**config.mk**
```make
export PLATFORM = sky130hd
export DESIGN_NAME = rgbconv_ctrl
export DESIGN_NICKNAME = d
export VERILOG_FILES = /design/src/rgbconv_pkg.sv /design/src/rgbconv_ctrl.sv
export SDC_FILE = /design/constraint.sdc
export NUM_CORES = 1
export LEC_CHECK = 0
export ABC_AREA = 1
export BUFFER_PORTS_ARGS = -buffer_cell sky130_fd_sc_hd__buf_2
export CORE_MARGIN = 3
export CORE_UTILIZATION = 35
export DETAILED_ROUTE_END_ITERATION = 16
export PLACE_DENSITY = 0.54
export RECOVER_POWER = 50
export SETUP_SLACK_MARGIN = 0.1
export SKIP_CTS_REPAIR_TIMING = 1
export SKIP_LAST_GASP = 1
export SLEW_MARGIN = 15
export SYNTH_ARGS = -nofsm -noshare
export SYNTH_HDL_FRONTEND = slang
export SYNTH_SLANG_ARGS = --single-unit
```
**constraint.sdc**
```tcl
create_clock -name clk -period 3.7 [get_ports clk]
set_input_delay 0.74 -clock clk [delete_from_list [all_inputs] [get_ports clk]]
set_output_delay 0.74 -clock clk [all_outputs]
set_load 0.1 [all_outputs]
```
**src/rgbconv_pkg.sv**
```systemverilog
// ----------------------------------------------------------------------------
// rgbconv_pkg
// Types, widths and register codes shared by the 3x3 RGB convolution block.
// ----------------------------------------------------------------------------
package rgbconv_pkg;

	localparam int MAX_WIDTH_DEF  = 2048;
	localparam int COEF_FRAC_DEF  = 12;

	localparam int CH_W        = 8;
	localparam int PIX_W       = 3 * CH_W;
	localparam int WEIGHT_W    = 16;
	localparam int COEF_W      = 3 * WEIGHT_W;
	localparam int WIDTH_REG_W = 12;
	localparam int HEIGHT_W    = 16;
	localparam int CFG_IDX_W   = 3;
	localparam int CFG_DATA_W  = COEF_W;

	localparam int PROD_W = CH_W + 1 + WEIGHT_W;
	localparam int ROW_W  = PROD_W + 2;
	localparam int SUM_W  = ROW_W + 2;

	localparam logic [COEF_W-1:0]      COEF_TOP_RST    = 48'h0;
	localparam logic [COEF_W-1:0]      COEF_MIDDLE_RST = 48'h0000_1000_0000;
	localparam logic [COEF_W-1:0]      COEF_BOTTOM_RST = 48'h0;
	localparam logic [WIDTH_REG_W-1:0] WIDTH_RST       = 12'd640;
	localparam logic [HEIGHT_W-1:0]    HEIGHT_RST      = 16'd480;

	typedef enum logic [CFG_IDX_W-1:0] {
		REG_COEF_TOP     = 3'd0,
		REG_COEF_MIDDLE  = 3'd1,
		REG_COEF_BOTTOM  = 3'd2,
		REG_IMAGE_WIDTH  = 3'd3,
		REG_IMAGE_HEIGHT = 3'd4
	} cfg_reg_t;

	typedef struct packed {
		logic            kind;
		logic [CH_W-1:0] blue_in;
		logic [CH_W-1:0] green_in;
		logic [CH_W-1:0] red_in;
	} in_t;

	typedef struct packed {
		logic [CH_W-1:0] blue_out;
		logic [CH_W-1:0] green_out;
		logic [CH_W-1:0] red_out;
		logic            frame_end;
	} out_t;

	// position of a transaction: whether it yields a result and which taps fall outside
	typedef struct packed {
		logic lead;
		logic top;
		logic bottom;
		logic left;
		logic right;
		logic last;
	} pos_t;

	typedef logic [2:0][2:0][PIX_W-1:0] win_t;

endpackage

```
**src/rgbconv_ctrl.sv**
```systemverilog
// ----------------------------------------------------------------------------
// rgbconv_ctrl
// Input and output position counters; flags each transaction's border taps.
// ----------------------------------------------------------------------------
module rgbconv_ctrl #(
	parameter int MAX_WIDTH = rgbconv_pkg::MAX_WIDTH_DEF,
	localparam int COL_W    = $clog2(MAX_WIDTH)
) (
	input  logic                                clk,
	input  logic                                arst_n,
	input  logic                                accept,
	input  logic [rgbconv_pkg::WIDTH_REG_W-1:0] image_width,
	input  logic [rgbconv_pkg::HEIGHT_W-1:0]    image_height,
	output logic [COL_W-1:0]                    col,
	output rgbconv_pkg::pos_t                   pos
);
	import rgbconv_pkg::*;

	localparam int CW = (COL_W + 1 > WIDTH_REG_W) ? COL_W + 1 : WIDTH_REG_W;
	localparam int HW = HEIGHT_W + 1;
	localparam logic [1:0] ROW_FULL = 2'd2;

	logic [COL_W-1:0]    in_col_q, in_col_d;
	logic [1:0]          in_row_q, in_row_d;
	logic [COL_W-1:0]    out_col_q, out_col_d;
	logic [HEIGHT_W-1:0] out_row_q, out_row_d;
	logic [CW-1:0]       w_eff;
	logic [HW-1:0]       h_eff;
	logic                in_end;

	always_comb begin
		if (image_width == '0) begin
			w_eff = CW'(1);
		end else if (CW'(image_width) > CW'(MAX_WIDTH)) begin
			w_eff = CW'(MAX_WIDTH);
		end else begin
			w_eff = CW'(image_width);
		end
		h_eff = (image_height == '0) ? HW'(1) : HW'(image_height);

		in_end     = (CW'(in_col_q) + CW'(1)) >= w_eff;
		pos.lead   = (in_row_q == ROW_FULL) || (in_row_q == 2'd1 && in_col_q != '0);
		pos.top    = (out_row_q == '0);
		pos.bottom = (HW'(out_row_q) + HW'(1)) >= h_eff;
		pos.left   = (out_col_q == '0);
		pos.right  = (CW'(out_col_q) + CW'(1)) >= w_eff;
		pos.last   = pos.bottom && pos.right;

		in_col_d  = in_col_q;
		in_row_d  = in_row_q;
		out_col_d = out_col_q;
		out_row_d = out_row_q;
		if (accept) begin
			if (in_end) begin
				in_col_d = '0;
				if (in_row_q != ROW_FULL) begin
					in_row_d = in_row_q + 2'd1;
				end
			end else begin
				in_col_d = in_col_q + COL_W'(1);
			end
			if (pos.lead) begin
				if (pos.last) begin
					in_col_d  = '0;
					in_row_d  = '0;
					out_col_d = '0;
					out_row_d = '0;
				end else if (pos.right) begin
					out_col_d = '0;
					out_row_d = out_row_q + HEIGHT_W'(1);
				end else begin
					out_col_d = out_col_q + COL_W'(1);
				end
			end
		end
	end

	always_ff @(posedge clk or negedge arst_n) begin
		if (!arst_n) begin
			in_col_q  <= '0;
			in_row_q  <= '0;
			out_col_q <= '0;
			out_row_q <= '0;
		end else begin
			in_col_q  <= in_col_d;
			in_row_q  <= in_row_d;
			out_col_q <= out_col_d;
			out_row_q <= out_row_d;
		end
	end

	assign col = in_col_q;

endmodule

```
==> results of run 1 <==
## worst min-delay path: cells and delay by family (launching register included)
kind             cells  cell delay (ns)
flip-flops           1             0.37
AND/OR/NAND/NOR      2             0.12
## cell families after synthesis
family	synth area share
AOI/OAI and AO/OA	0.0469
and+or+nand+nor	0.366
xor gates and xnor gates	0.0639
DFF	0.261
adders and majority gates	0.160
buffers and inverters	0.102
## sequential cells by signal (all words and copies together), names as in the netlist
register   cells
out_row_q     16
in_row_q       2
col           11
out_col_q     11
## worst paths after layout
check                             start           end  slack (ns)  cells past startpoint
min in group asynchronous        arst_n        col[3]        1.08                      1
max in group asynchronous        arst_n  out_row_q[4]        1.20                      1
min                              col[9]        col[9]        0.52                      2
max reg2reg                out_col_q[0]        col[8]        0.58                     18
max                        out_row_q[0]        pos[0]        0.10                     15
min reg2reg                      col[9]        col[9]        0.52                      2
## routing by layer
metal / track usage / vias up / routed length [um]
li1: - / 1898 / -
met1: 0.223 / 1689 / 4750
met2: 0.260 / 51 / 4670
met3: 0.0213 / 12 / 294
met4: 0.0353 / 0 / 128
met5: 0 / - / 0
## Yosys cell counts (all sizes together), types with 4 or more instances
master  count
inv        83
ha         49
nor2       40
dfrtp      40
nor4       11
xor2       24
buf         7
xnor2       4
nand3      43
a21oi      13
nand2     181
nand4      10
o21ai      14
nor3       21
## metrics by stage
step | total power [W] | setup TNS, ns | area (um2)
after floorplan | 0.00181 | -1.58 | 4050
after global placement | 0.00214 | 0 | 4440
after detailed placement | 0.00216 | 0 | 4440
after CTS | 0.00248 | -0.0557 | 4530
after global routing | 0.00278 | -0.0954 | 4870
final | 0.00255 | 0 | 4870
## final cells by class
class | instances | area share
tap | 136 | 0.0349
clock inverter | 2 | 0.00206
timing repair buffer | 63 | 0.0773
sequential | 40 | 0.207
clock buffer | 6 | 0.0170
inverter | 84 | 0.0658
multi-input combinational | 420 | 0.596
## cell usage in the layout, fill, tap and decap left out, types with 7 or more instances in the layout
cell                       instances
sky130_fd_sc_hd__a21oi_1          13
sky130_fd_sc_hd__buf_2            35
sky130_fd_sc_hd__buf_4            17
sky130_fd_sc_hd__clkbuf_1          9
sky130_fd_sc_hd__dfrtp_1          34
sky130_fd_sc_hd__ha_1             36
sky130_fd_sc_hd__ha_4             13
sky130_fd_sc_hd__inv_1            81
sky130_fd_sc_hd__nand2_1         163
sky130_fd_sc_hd__nand2_2          10
sky130_fd_sc_hd__nand2_4           7
sky130_fd_sc_hd__nand3_1          25
sky130_fd_sc_hd__nand3_2          15
sky130_fd_sc_hd__nand4_1          10
sky130_fd_sc_hd__nor2_1           29
sky130_fd_sc_hd__nor2_4            7
sky130_fd_sc_hd__nor3_1           17
sky130_fd_sc_hd__nor4_1            7
sky130_fd_sc_hd__o21ai_0          12
sky130_fd_sc_hd__xor2_1           20
## power breakdown
| part | switching [W] | internal (W) |
|---|---|---|
| sequential | 0.000134 | 0.000532 |
| combinational | 0.00111 | 0.000465 |
| clock | 0.000164 | 0.000149 |
| total | 0.00141 | 0.00115 |
==> results list, run 1 <==
- Number of endpoints failing setup at the final stage: 0
- I/O pin count: 48
- At the pin with the least slew margin, the transition time is 2.20 ns.
- Class of the tightest hold or removal check: flip-flop to flip-flop
* Global-route wire length before repair: between 15000 and 20000 um
- Row Count: 37
- VDD sags by at most approximately 0.00039 V.
- The analysis attributes to cell leakage a power of between 2 and 3 nW.
- The netlist uses 34 different library cells.
* Residual antenna-violating net count after detailed routing: 0
* Critical setup path kind: flip-flop to primary output
* Shortest clock period the worst path allows after layout: 3.60 ns
* Worst setup margin: 0.104 ns
- Counting the fill cells in the layout gives 1048.
* Count of flip-flops with a built-in enable after synthesis: 0
* Multi-input gate area in the final layout: 2900 um2
- Reported max-cap violation count: 1
- Drt drc: 0
- The signal on the critical path passes through ha_4, nand2_4, nor2_4, nand2_4, nor3_4, xor2_2, ha_4, a21o_1, a21oi_1, nand3_2, nor2_4, nand2_4, clkinv_4, nor2_4, buf_12.
* Number of non-filler instances in the completed layout: ~750
- The final reports fail on max-capacitance violations, max-slew violations.
- Setup repair after global routing could not meet its margin everywhere.
- For this block, the via count after detailed routing is 3650.
- Final clock period utilization by the worst path: 0.972
- Flip-flop cell with the highest count after synthesis: sky130_fd_sc_hd__dfrtp_1
- Layout Skew: 0.0112 ns
- Before CTS, the worst setup slack after placement is ~0.17 ns.
- The cell count after synthesis came out at 554.
- CTS Buf Count: 5
* Clock root buffer: sky130_fd_sc_hd__clkbuf_8
* Routed length per placed instance: between 10 and 15 um
- Post-CTS clock slew at the launch and capture registers of the worst setup and hold paths: around 0.07 ns
- After legalization and detailed placement, the total HPWL measured 7640 um.
* Mapped Avg Cell Area: approximately 7 um2
- Run status: finished with violations
* Warnings, synthesis: 0
* Antenna diodes: 0
- The total count of max-transition violations in the final report was 41.
- Counting flops and latches in the post-synthesis netlist gives 40.
* Number of vias per cell after detailed routing: 4.86
- Final weighted congestion of routability-driven global placement: between 0.8 and 0.9
- Type of element launching the critical path: flip-flop
* Global route overflow: 0
- Die outline area: ~12000 um2
* Proportion of netlist area held by the largest area contributor: 0.261
- The final layout contains routed wiring with a total length of 9840 um.
- The number of hold violations in the final report was 0.
* Starting Density: 0.365
- Core utilization of the finished layout: 0.463
- The number of buffers and inverters on the critical path is 2.
- Die width: ~110 um
* Maximum number of pins on one net before global-route repair: 41
- Post-synthesis to final-layout area growth: 26.9%
- Clock latency at the later pin of the worst-skew pair: approximately 0.3 ns
- The via count of the first global-routing pass came to approximately 3500.
* Smallest hold slack: between 0.5 and 0.6 ns
* Synth Cell Area: 3840 um2
- Broken down by cell family, the worst path's largest delay share belongs to simple AND/OR/NAND/NOR gates.
- Worst path arrival time: 2.86 ns
- Ranked by total cell area, the synthesized netlist is headed by sky130_fd_sc_hd__dfrtp_1 26%, sky130_fd_sc_hd__nand2_1 17%, sky130_fd_sc_hd__ha_1 16%.
- Number of sinks driven by the clock tree: 40
- Cell taking the most area after synthesis: sky130_fd_sc_hd__dfrtp_1
- The H-tree generated during clock tree synthesis spans 2 levels.
- For this run, the detailed router's first-pass iteration total came to 4.
- For this run, the slowest stage of the critical path takes 0.44 ns.
- Critical path data required time: between 2 and 3 ns
- Of the cells placed in the final design, the portion with a size suffix greater than 1 is 0.231.
* Power Dens Cells: ~520 nW/um2
- Total placed cells including tap cells: approximately 730
* Global-route total usage across every layer: 0.159
- Among all stages on the critical path, the largest delay is contributed by sky130_fd_sc_hd__dfrtp_2.
- After the last flow step, the layout net total stands at between 600 and 700.
* TritonCTS clock tree: yes
* Height of the die: approximately 110 um
- Measured against its own limit, the worst slew margin works out to -0.465.
- For this block, the initial DRC count from the detailed router was roughly 120.
- After synthesis, the share of flip-flops with an asynchronous set or reset is 1.00.
- The count of buffers added on input and output ports is between 40 and 50.
- STA classifies the critical path endpoint as a primary output.
* Antenna violations before repair: 0
- Derived from the worst setup path, the maximum achievable clock frequency is 278 MHz.
- For this run, the register share of the synthesized area comes to 0.261.
- Along the worst path, the maximum fanout reaches 5.
- Syn nets: approximately 630
- The region available for standard cell placement spans roughly 11000 um2.
* Area taken by flip-flops and latches: ~1000 um2
- Buffer depth of the longest clock path: 2
No activity file was read; power rests on OpenSTA's default activity.
==> inputs of run 2 (changes only) <==
- ABC_AREA: 1 -> default
==> run 2 against run 1 <==
Sequential share of layout area increased by 2.1 points; total power down 16%; worst hold slack improved by 0.027 ns; utilization is 2.1 points lower; critical endpoint is now pos[3]; clock power is 34% higher; clock-buffer cell count is 1 lower; first-iteration DRC count is 19% lower; highest routed layer unchanged; the run ends with max-capacitance violations, max-slew violations, negative setup slack left; sequential cell count stayed put.
==> results list, run 2 <==
- The number of max-cap violations was 1 (unchanged).
- Register with the most flip-flops: out_row_q
- Share of synthesized registers carrying an async set or reset: 1.00 (unchanged)
- FF-to-FF path depth: 15 (-3)
- CTS Buf Count: 5 (unchanged)
- The worst setup path is captured at a primary output.
- Flip-flop count of the largest register, all copies and words added: 16 (unchanged)
- The HPWL after detailed placement is 6650 um (-13%).
- The net count reported at finish was 560 (-19%).
- Type of element launching the critical path: flip-flop
* Peak fanout along the critical path: 6 (+1)
- Share of final-layout standard cells stronger than drive strength 1: 0.240 (+0.00869)
* Violations in the final reports: max-capacitance violations, max-slew violations, negative setup slack
* Deepest level of the CTS H-tree: 2 (unchanged)
* Transition time at the pin with the least slew margin: 2.23 ns (+0.0270 ns)
- The number of unique standard cell types used by synthesis came to 54 (+59%).
- The number of buffers between clock root and the deepest sink came to 2 (unchanged).
* Worst IR Drop VDD: 0.000344 V (-13%)
- The post-synthesis instance total came to 414 (-25%).
- Antenna diodes: 0 (unchanged)
* Syn nets: 494 (-22%)
* Relative slew slack: -0.483 (-0.0180)
* Layout Skew: 0.0107 ns (-0.000409 ns)
* Floorplan Core Area: 9950 um2 (-5.3%)
* Combinational share of power: 0.519 (-0.098)
- The proportion of synthesized area in mux cells came to 0.00308 (+0.00308).
* Reg2reg setup slack: 0.36 ns (-0.22 ns)
- Die width: 108 um (-2.3%)
* Smallest hold slack: 0.546 ns (+0.0271 ns)
- Relative contribution of the clock network to total power: 0.196 (+0.073)
- Number of global-route vias before repair: 3016 (-14%)
- Fraction of synthesized cell area in xor and xnor cells: 0.0808 (+0.0169)
* Most common cell after layout, fill and taps aside: sky130_fd_sc_hd__nand2_1
- The initial cell density of the core is 0.367 (+0.00199).
- The total routing usage reported by global routing came to 0.152 (-0.00643).
- By area the synthesized netlist is led by sky130_fd_sc_hd__dfrtp_1 27%, sky130_fd_sc_hd__ha_1 17%, sky130_fd_sc_hd__xnor2_1 5.5%.
- Class of the tightest hold or removal check: flip-flop to flip-flop
- Register share of total power: 0.285 (+0.024)
- The number of synthesized register bits came to 40 (unchanged).
- Synth Cell Area: 3660 um2 (-4.8%)
* Global route overflow: 0 (unchanged)
- Die outline area: 11700 um2 (-4.5%)
- Leaving out fill and tap cells, the most frequent cells in the layout are 49 x sky130_fd_sc_hd__nand2_1, 46 x sky130_fd_sc_hd__ha_1, 37 x sky130_fd_sc_hd__dfrtp_1.
* Worst Hold Path Cells: 1 (-1)
- The post-synthesis adder-cell area fraction is 0.168 (+0.00798).
- The post-CTS clock slew at the launch and capture registers of the worst setup and hold paths was 0.08 ns (about the same).
* Destination of the worst hold path: in_row_q[1]
* Worst setup margin: -0.00942 ns (-0.113 ns)
- Largest family of logic cells by synthesized area: simple AND/OR/NAND/NOR gates
- Compared with the post-synthesis result, the final layout area differs by 20.5%.
- In this run the worst setup path begins at out_row_q[4].
* Met3 routed WL: 250 um (-15%)
* Maximum number of pins on one net before global-route repair: 41 (unchanged)
- Number of vias per cell after detailed routing: 5.10 (+5.0%)
- The detailed-route DRC error count came to 0 (unchanged).
- TritonCTS clock tree: yes
- The number of antenna violations at the first check in global routing came to 0 (unchanged).
- The number of sinks driven by the clock tree came to 40 (unchanged).
- The first-pass GRT wire length was 14400 um (-13%).
- Top cells by instance count after synthesis: 49 x sky130_fd_sc_hd__ha_1, 49 x sky130_fd_sc_hd__nand2_1, 40 x sky130_fd_sc_hd__dfrtp_1
- Row Count: 36 (-2.7%)
- The clock insertion delay at the later pin of the skew report was 0.29 ns (about the same).
* Power Dens Cells: 486 nW/um2 (-7.3%)
- Critical path data required time: 2.96 ns (about the same)
* Shortest clock period the worst path allows after layout: 3.71 ns (+0.113 ns)
- The global placer's final weighted congestion is 0.792 (-9.5%).
- Number of max-slew violations in the final report: 41 (unchanged)
- The arrival time at the worst endpoint came to 2.97 ns (+0.11 ns).
- Cell taking the most area after synthesis: sky130_fd_sc_hd__dfrtp_1
- Synth Area in Simple Gates: 0.227 (-0.140)
- The number of enable-type register cells in the synthesized netlist is 0 (unchanged).
* Leakage power: 2.18 nW (-16%)
- The total negative slack was -0.0133 ns (-0.0133 ns).
* Residual antenna-violating net count after detailed routing: 0 (unchanged)
- The synthesized-area fraction occupied by ao, oa, aoi and oai cells came to 0.188 (+0.141).
- Switch Pwr: 0.00102 W (-27%)
- Startpoint of the most critical hold path: in_row_q[1]
- Warnings, synthesis: 0 (unchanged)
- The share of the clock period used by the worst path after layout came to 1.00 (+0.0307).
* Quantity of I/O buffers inserted on ports: 47 (unchanged)
* Mapped Avg Cell Area: 8.83 um2 (+27%)
- Highest metal layer used by the detailed router: met4
- DR pass1 iterations: 6 (+2)
* Number of endpoints failing setup at the final stage: 2 (+2)
- Startpoint of the worst-slack reg-to-reg timing path: out_row_q[4]
* Run status: finished with violations
- In this run the clock root is driven by a sky130_fd_sc_hd__clkbuf_8.
- Max Fclk: 270 MHz (-3.1%)
- Critical setup path kind: flip-flop to primary output
* Final WL: 8620 um (-12%)
- The internal power of the cells is 0.00112 W (-2.5%).
* I/O pin count: 48 (unchanged)
- Flip-flop cell with the highest count after synthesis: sky130_fd_sc_hd__dfrtp_1
- The sum of met2 wire segment lengths after detailed routing was 3900 um (-16%).
- Wire length on met1: 4360 um (-8.2%)
- In this run the critical register-to-register path is captured at out_row_q[0].
- Share of total power consumed by net switching: 0.478 (-0.0726)
- The detailed-route wire length per cell was 14.1 um (+7.3%).
- Proportion of synthesized chip area in sequential cells: 0.274 (+0.0130)
- The count of vias placed by the detailed router was 3128 (-14%).
- The number of hold violations in the final report was 0 (unchanged).
- First-iteration detailed-routing DRC count: 96 (-19%)
* Proportion of netlist area held by the largest area contributor: 0.274 (+0.0130)
- Setup repair after global routing could not meet its margin everywhere.
- The post-route total power came to 0.00214 W (-16%).
* Height of the die: 108 um (-2.3%)
[run 2: cell count changes after synthesis, moves of 11 or more]
cell | previous run | this run
sky130_fd_sc_hd__a22o_1 | 0 | 17
sky130_fd_sc_hd__inv_1 | 81 | 35
sky130_fd_sc_hd__nand2_1 | 175 | 49
sky130_fd_sc_hd__nor2_1 | 37 | 20
sky130_fd_sc_hd__nor3_1 | 20 | 4
sky130_fd_sc_hd__o21ai_0 | 13 | 24
sky130_fd_sc_hd__xnor2_1 | 4 | 23
sky130_fd_sc_hd__xor2_1 | 24 | 7
[run 2: per-layer routing]
| layer | up-vias | track usage |
|---|---|---|
| met5 | - | 0 |
| met4 | 0 | 0.0424 |
| met3 | 9 | 0.0245 |
| met2 | 33 | 0.240 |
| met1 | 1476 | 0.216 |
| li1 | 1610 | - |
[run 2: power by group through the flow]
stage                     Sequential, W  Combinational (W)  Clock, W
after floorplan                0.000803           0.000682         0
final                          0.000611            0.00111  0.000420
after CTS                      0.000606            0.00111  0.000435
after global placement         0.000611            0.00109         0
after detailed placement       0.000614            0.00111         0
after global routing           0.000630            0.00123  0.000450
[run 2: worst max-delay path: stages (launching register included)]
cell                        delay [ns]
sky130_fd_sc_hd__dfrtp_1          0.35
sky130_fd_sc_hd__and3_4           0.20
sky130_fd_sc_hd__and3_4           0.22
sky130_fd_sc_hd__nand3_4          0.08
sky130_fd_sc_hd__or2_4            0.29
sky130_fd_sc_hd__nor2_4           0.11
sky130_fd_sc_hd__xor2_2           0.18
sky130_fd_sc_hd__ha_1             0.27
sky130_fd_sc_hd__nand3_2          0.10
sky130_fd_sc_hd__a211oi_2         0.07
sky130_fd_sc_hd__a2111oi_4        0.36
sky130_fd_sc_hd__buf_6            0.19
sky130_fd_sc_hd__nand2_4          0.07
sky130_fd_sc_hd__buf_12           0.18
[run 2: how the worst max path moves through the flow]
stage | endpoint | cells after the start | slack, ns
after floorplan | pos[3] | 12 | 0.10
after global placement | pos[0] | 10 | 0.17
after detailed placement | pos[1] | 10 | 0.16
after CTS | pos[0] | 13 | -0.18
after global routing | pos[3] | 13 | -0.19
final | pos[3] | 13 | -0.009
[run 2: logic make-up (layout without fill, tap and decap cells)]
kind of cell | count (synthesis) | in the layout
xor+xnor | 32 | 32
mux | 1 | 1
simple gates | 154 | 154
buf+inv | 50 | 116
compound gates | 88 | 88
flops | 40 | 40
fa+ha+maj | 49 | 49
[run 2: per-stage QoR]
stage / setup WS, ns / util / area, um2 / cells
finish: -0.00942 / 0.443 / 4410 / 613
global route: -0.194 / 0.443 / 4410 / 613
CTS: -0.182 / 0.429 / 4270 / 600
detailed placement: 0.159 / 0.416 / 4140 / 593
global placement: 0.168 / 0.416 / 4140 / 593
floorplan: 0.101 / - / 3690 / 414
[run 2: layout make-up]
class                           instances  area (um2)
Clock buffer                            5        68.8
Clock inverter                          2        60.1
Fill cell                             994        5550
Inverter                               35         135
Multi-Input combinational cell        324        2500
Sequential cell                        40        1000
Tap cell                              133         166
Timing Repair Buffer                   74         468
==> inputs of run 3 (changes only) <==
--- a/constraint.sdc
+++ b/constraint.sdc
@@ -3,2 +3,2 @@
 set_output_delay 0.74 -clock clk [all_outputs]
-set_load 0.1 [all_outputs]
+set_load 0.02 [all_outputs]
==> run 3 against run 2 <==
The flow finishes with violations (max-capacitance violations, max-slew violations); worst setup slack better by 0.065 ns; global-route usage is 0.56 points higher; die area unchanged; wire length is 4.3% higher; total power decreased by 20%; clock-buffer cell count is the same; non-clock buffer count fell by 1; register-to-register slack improved by 0.06 ns; critical path depth is 3 lower; design area fell by 0.65%; critical path type unchanged.
==> results list, run 3 (synthesized netlist as in run 2, its figures left out) <==
* Number of global-route vias before repair: 3058 (+1.4%)
- Post-synthesis to final-layout area growth: 19.7%
* Standard cell with the maximum stage delay on the critical path: sky130_fd_sc_hd__a2111oi_4
* TritonCTS clock tree: yes
- The root buffer cell chosen for the clock tree is sky130_fd_sc_hd__clkbuf_8.
- The count of filler cells inserted in the layout came to 988 (-0.60%).
* Leakage power: 2.16 nW (-0.62%)
* Class of the tightest hold or removal check: flip-flop to flip-flop
- Die width: 108 um (unchanged)
- The worst setup path is launched from a flip-flop.
* Shortest clock period the worst path allows after layout: 3.64 ns (-0.0647 ns)
* Antenna diodes: 0 (unchanged)
- The share of the clock period used by the worst path after layout was 0.985 (-0.0175).
- Starting Density: 0.367 (unchanged)
- The multi-input logic area was 2570 um2 (+2.8%).
* Layout Skew: 0.00717 ns (-0.00357 ns)
- Antenna violations before repair: 0 (unchanged)
* Number of hold violations in the final report: 0 (unchanged)
- Critical path data required time: 2.96 ns (about the same)
* Global-route wire length before repair: 14700 um (+2.4%)
- Number of nets at the end of the flow: 559 (-0.18%)
- The area of the die is 11700 um2 (unchanged).
* Flip-flop count of the largest register, all copies and words added: 16 (unchanged)
- The overall die height was 108 um (unchanged).
- The worst setup path is captured at a primary output.
- The checks that failed: max-capacitance violations, max-slew violations.
- Combinational share of power: 0.482 (-0.037)
* I/O pin count: 48 (unchanged)
- Register with the most flip-flops: out_row_q
* Transition time at the pin with the least slew margin: 2.31 ns (+0.0818 ns)
- Register share of total power: 0.359 (+0.074)
- Cell-internal power: 0.000997 W (-11%)
- Delay of the slowest cell on the worst path: 0.48 ns (+0.12 ns)
- Detailed placer's ending HPWL: 6950 um (+4.5%)
- Quantity of I/O buffers inserted on ports: 47 (unchanged)
- Number of max-slew violations in the final report: 41 (unchanged)
- The post-CTS clock slew at the launch and capture registers of the worst setup and hold paths came to 0.08 ns (about the same).
- In the layout the commonest cells are 49 x sky130_fd_sc_hd__nand2_1, 45 x sky130_fd_sc_hd__ha_1, 37 x sky130_fd_sc_hd__buf_2.
- Max Fclk: 274 MHz (+1.8%)
* Global route overflow: 0 (unchanged)
- Deepest level of the CTS H-tree: 2 (unchanged)
- The starting DRC count in detailed routing came to 109 (+14%).
- Worst path arrival time: 2.90 ns (-0.07 ns)
- Clock latency at the later pin of the worst-skew pair: 0.30 ns (about the same)
- Area taken by flip-flops and latches: 1010 um2 (+0.37%)
* Relative slew slack: -0.538 (-0.0546)
- Share of total power consumed by net switching: 0.420 (-0.0586)
- The flow ran to the end, but the final reports show violations.
- Number of vias per cell after detailed routing: 5.15 (+0.94%)
- Buffer depth of the longest clock path: 2 (unchanged)
* Setup repair after global routing missed its margin: yes
- Reported max-cap violation count: 1 (unchanged)
- DR pass1 iterations: 4 (-2)
* Count of vias placed by the detailed router: 3142 (+0.45%)
- Drt drc: 0 (unchanged)
* Global-route total usage across every layer: 0.158 (+0.00563)
* Switch Pwr: 0.000721 W (-30%)
- Floorplan Core Area: 9950 um2 (unchanged)
- Maximum number of pins on one net before global-route repair: 41 (unchanged)
- Core utilization of the finished layout: 0.440 (-0.00289)
* Residual antenna-violating net count after detailed routing: 0 (unchanged)
- Peak fanout along the critical path: 6 (unchanged)
- Final WL: 8990 um (+4.3%)
* Number of endpoints failing setup at the final stage: 0 (-2)
- Routed length per placed instance: 14.7 um (+4.8%)
* Relative contribution of the clock network to total power: 0.159 (-0.037)
- CTS Buf Count: 5 (unchanged)
* Setup total negative slack: 0 ns (+0.0133 ns)
* Critical setup path kind: flip-flop to primary output
- The fraction of final layout cells sized beyond drive strength 1 is 0.258 (+0.0183).
* Row Count: 36 (unchanged)
* Number of sinks driven by the clock tree: 40 (unchanged)
* Worst IR Drop VDD: 0.000209 V (-39%)
- Traced cell by cell, the critical path runs through ha_4, nand3_2, nor2_4, nand2_1, xnor2_2, ha_1, a21o_1, a2111oi_4, a21oi_2, buf_4.
- Most common cell after layout, fill and taps aside: sky130_fd_sc_hd__nand2_1
- Power Dens Cells: 392 nW/um2 (-19%)
- Final weighted congestion of routability-driven global placement: 0.821 (+3.6%)
-- run 3: cell count changes in the layout (fill, tap and decap cells not counted), sizes merged --
cell / delta
inv: +1
bufinv: -2
buf: -1
clkinvlp: -1
-- run 3: worst paths after layout --
check / start / end / slack, ns / cells past startpoint
setup / recovery: out_row_q[1] / pos[0] / 0.06 / 10
hold / removal: in_row_q[1] / in_row_q[1] / 0.55 / 1
setup reg to reg: out_row_q[1] / out_row_q[0] / 0.42 / 12
hold reg to reg: in_row_q[1] / in_row_q[1] / 0.55 / 1
max in group asynchronous: arst_n / out_col_q[0] / 1.09 / 1
min in group asynchronous: arst_n / col[3] / 1.14 / 1
-- run 3: cell type report --
cell class	instances	area share
Sequential cell	40	0.230
Tap cell	133	0.0380
Timing Repair Buffer	73	0.0980
Clock buffer	5	0.0157
Inverter	35	0.0300
Multi-Input combinational cell	324	0.588
-- run 3: critical path, delay by kind of cell (launching register included) --
| family | cells | cell delay (ns) |
|---|---|---|
| XOR/XNOR | 1 | 0.16 |
| adder cells (fa/ha/maj) | 2 | 0.55 |
| buffers and inverters | 1 | 0.18 |
| flip-flops | 1 | 0.44 |
| AO/OA/AOI/OAI | 3 | 0.84 |
| AND/OR/NAND/NOR | 3 | 0.43 |
-- run 3: per-stage QoR --
stage / power (W) / hold slack (ns) / std cells / setup WS, ns / area, um2
6_report: 0.00172 / 0.549 / 610 / 0.0553 / 4380
5_1_grt: 0.00188 / 0.582 / 610 / -0.0597 / 4380
4_1_cts: 0.00169 / 0.555 / 600 / -0.250 / 4160
3_5_place_dp: 0.00141 / 0.534 / 595 / 0.0858 / 4090
3_3_place_gp: 0.00139 / 0.521 / 595 / 0.117 / 4090
2_1_floorplan: 0.00117 / 0.444 / 414 / 0.159 / 3660
-- run 3: power groups by stage --
stage	combinational [W]	sequential (W)	clock, W
2_1_floorplan	0.000546	0.000626	0
3_3_place_gp	0.000777	0.000616	0
3_5_place_dp	0.000796	0.000618	0
4_1_cts	0.000800	0.000610	0.000282
5_1_grt	0.000950	0.000633	0.000302
6_report	0.000829	0.000616	0.000273
-- run 3: per-layer routing --
metal  global-route usage  vias to the layer above  share of wire
met2                0.250                       37           0.47
li1                     -                     1595              -
met3               0.0251                        7          0.026
met4               0.0406                        0          0.012
met5                    0                        -              0
met1                0.225                     1503           0.49
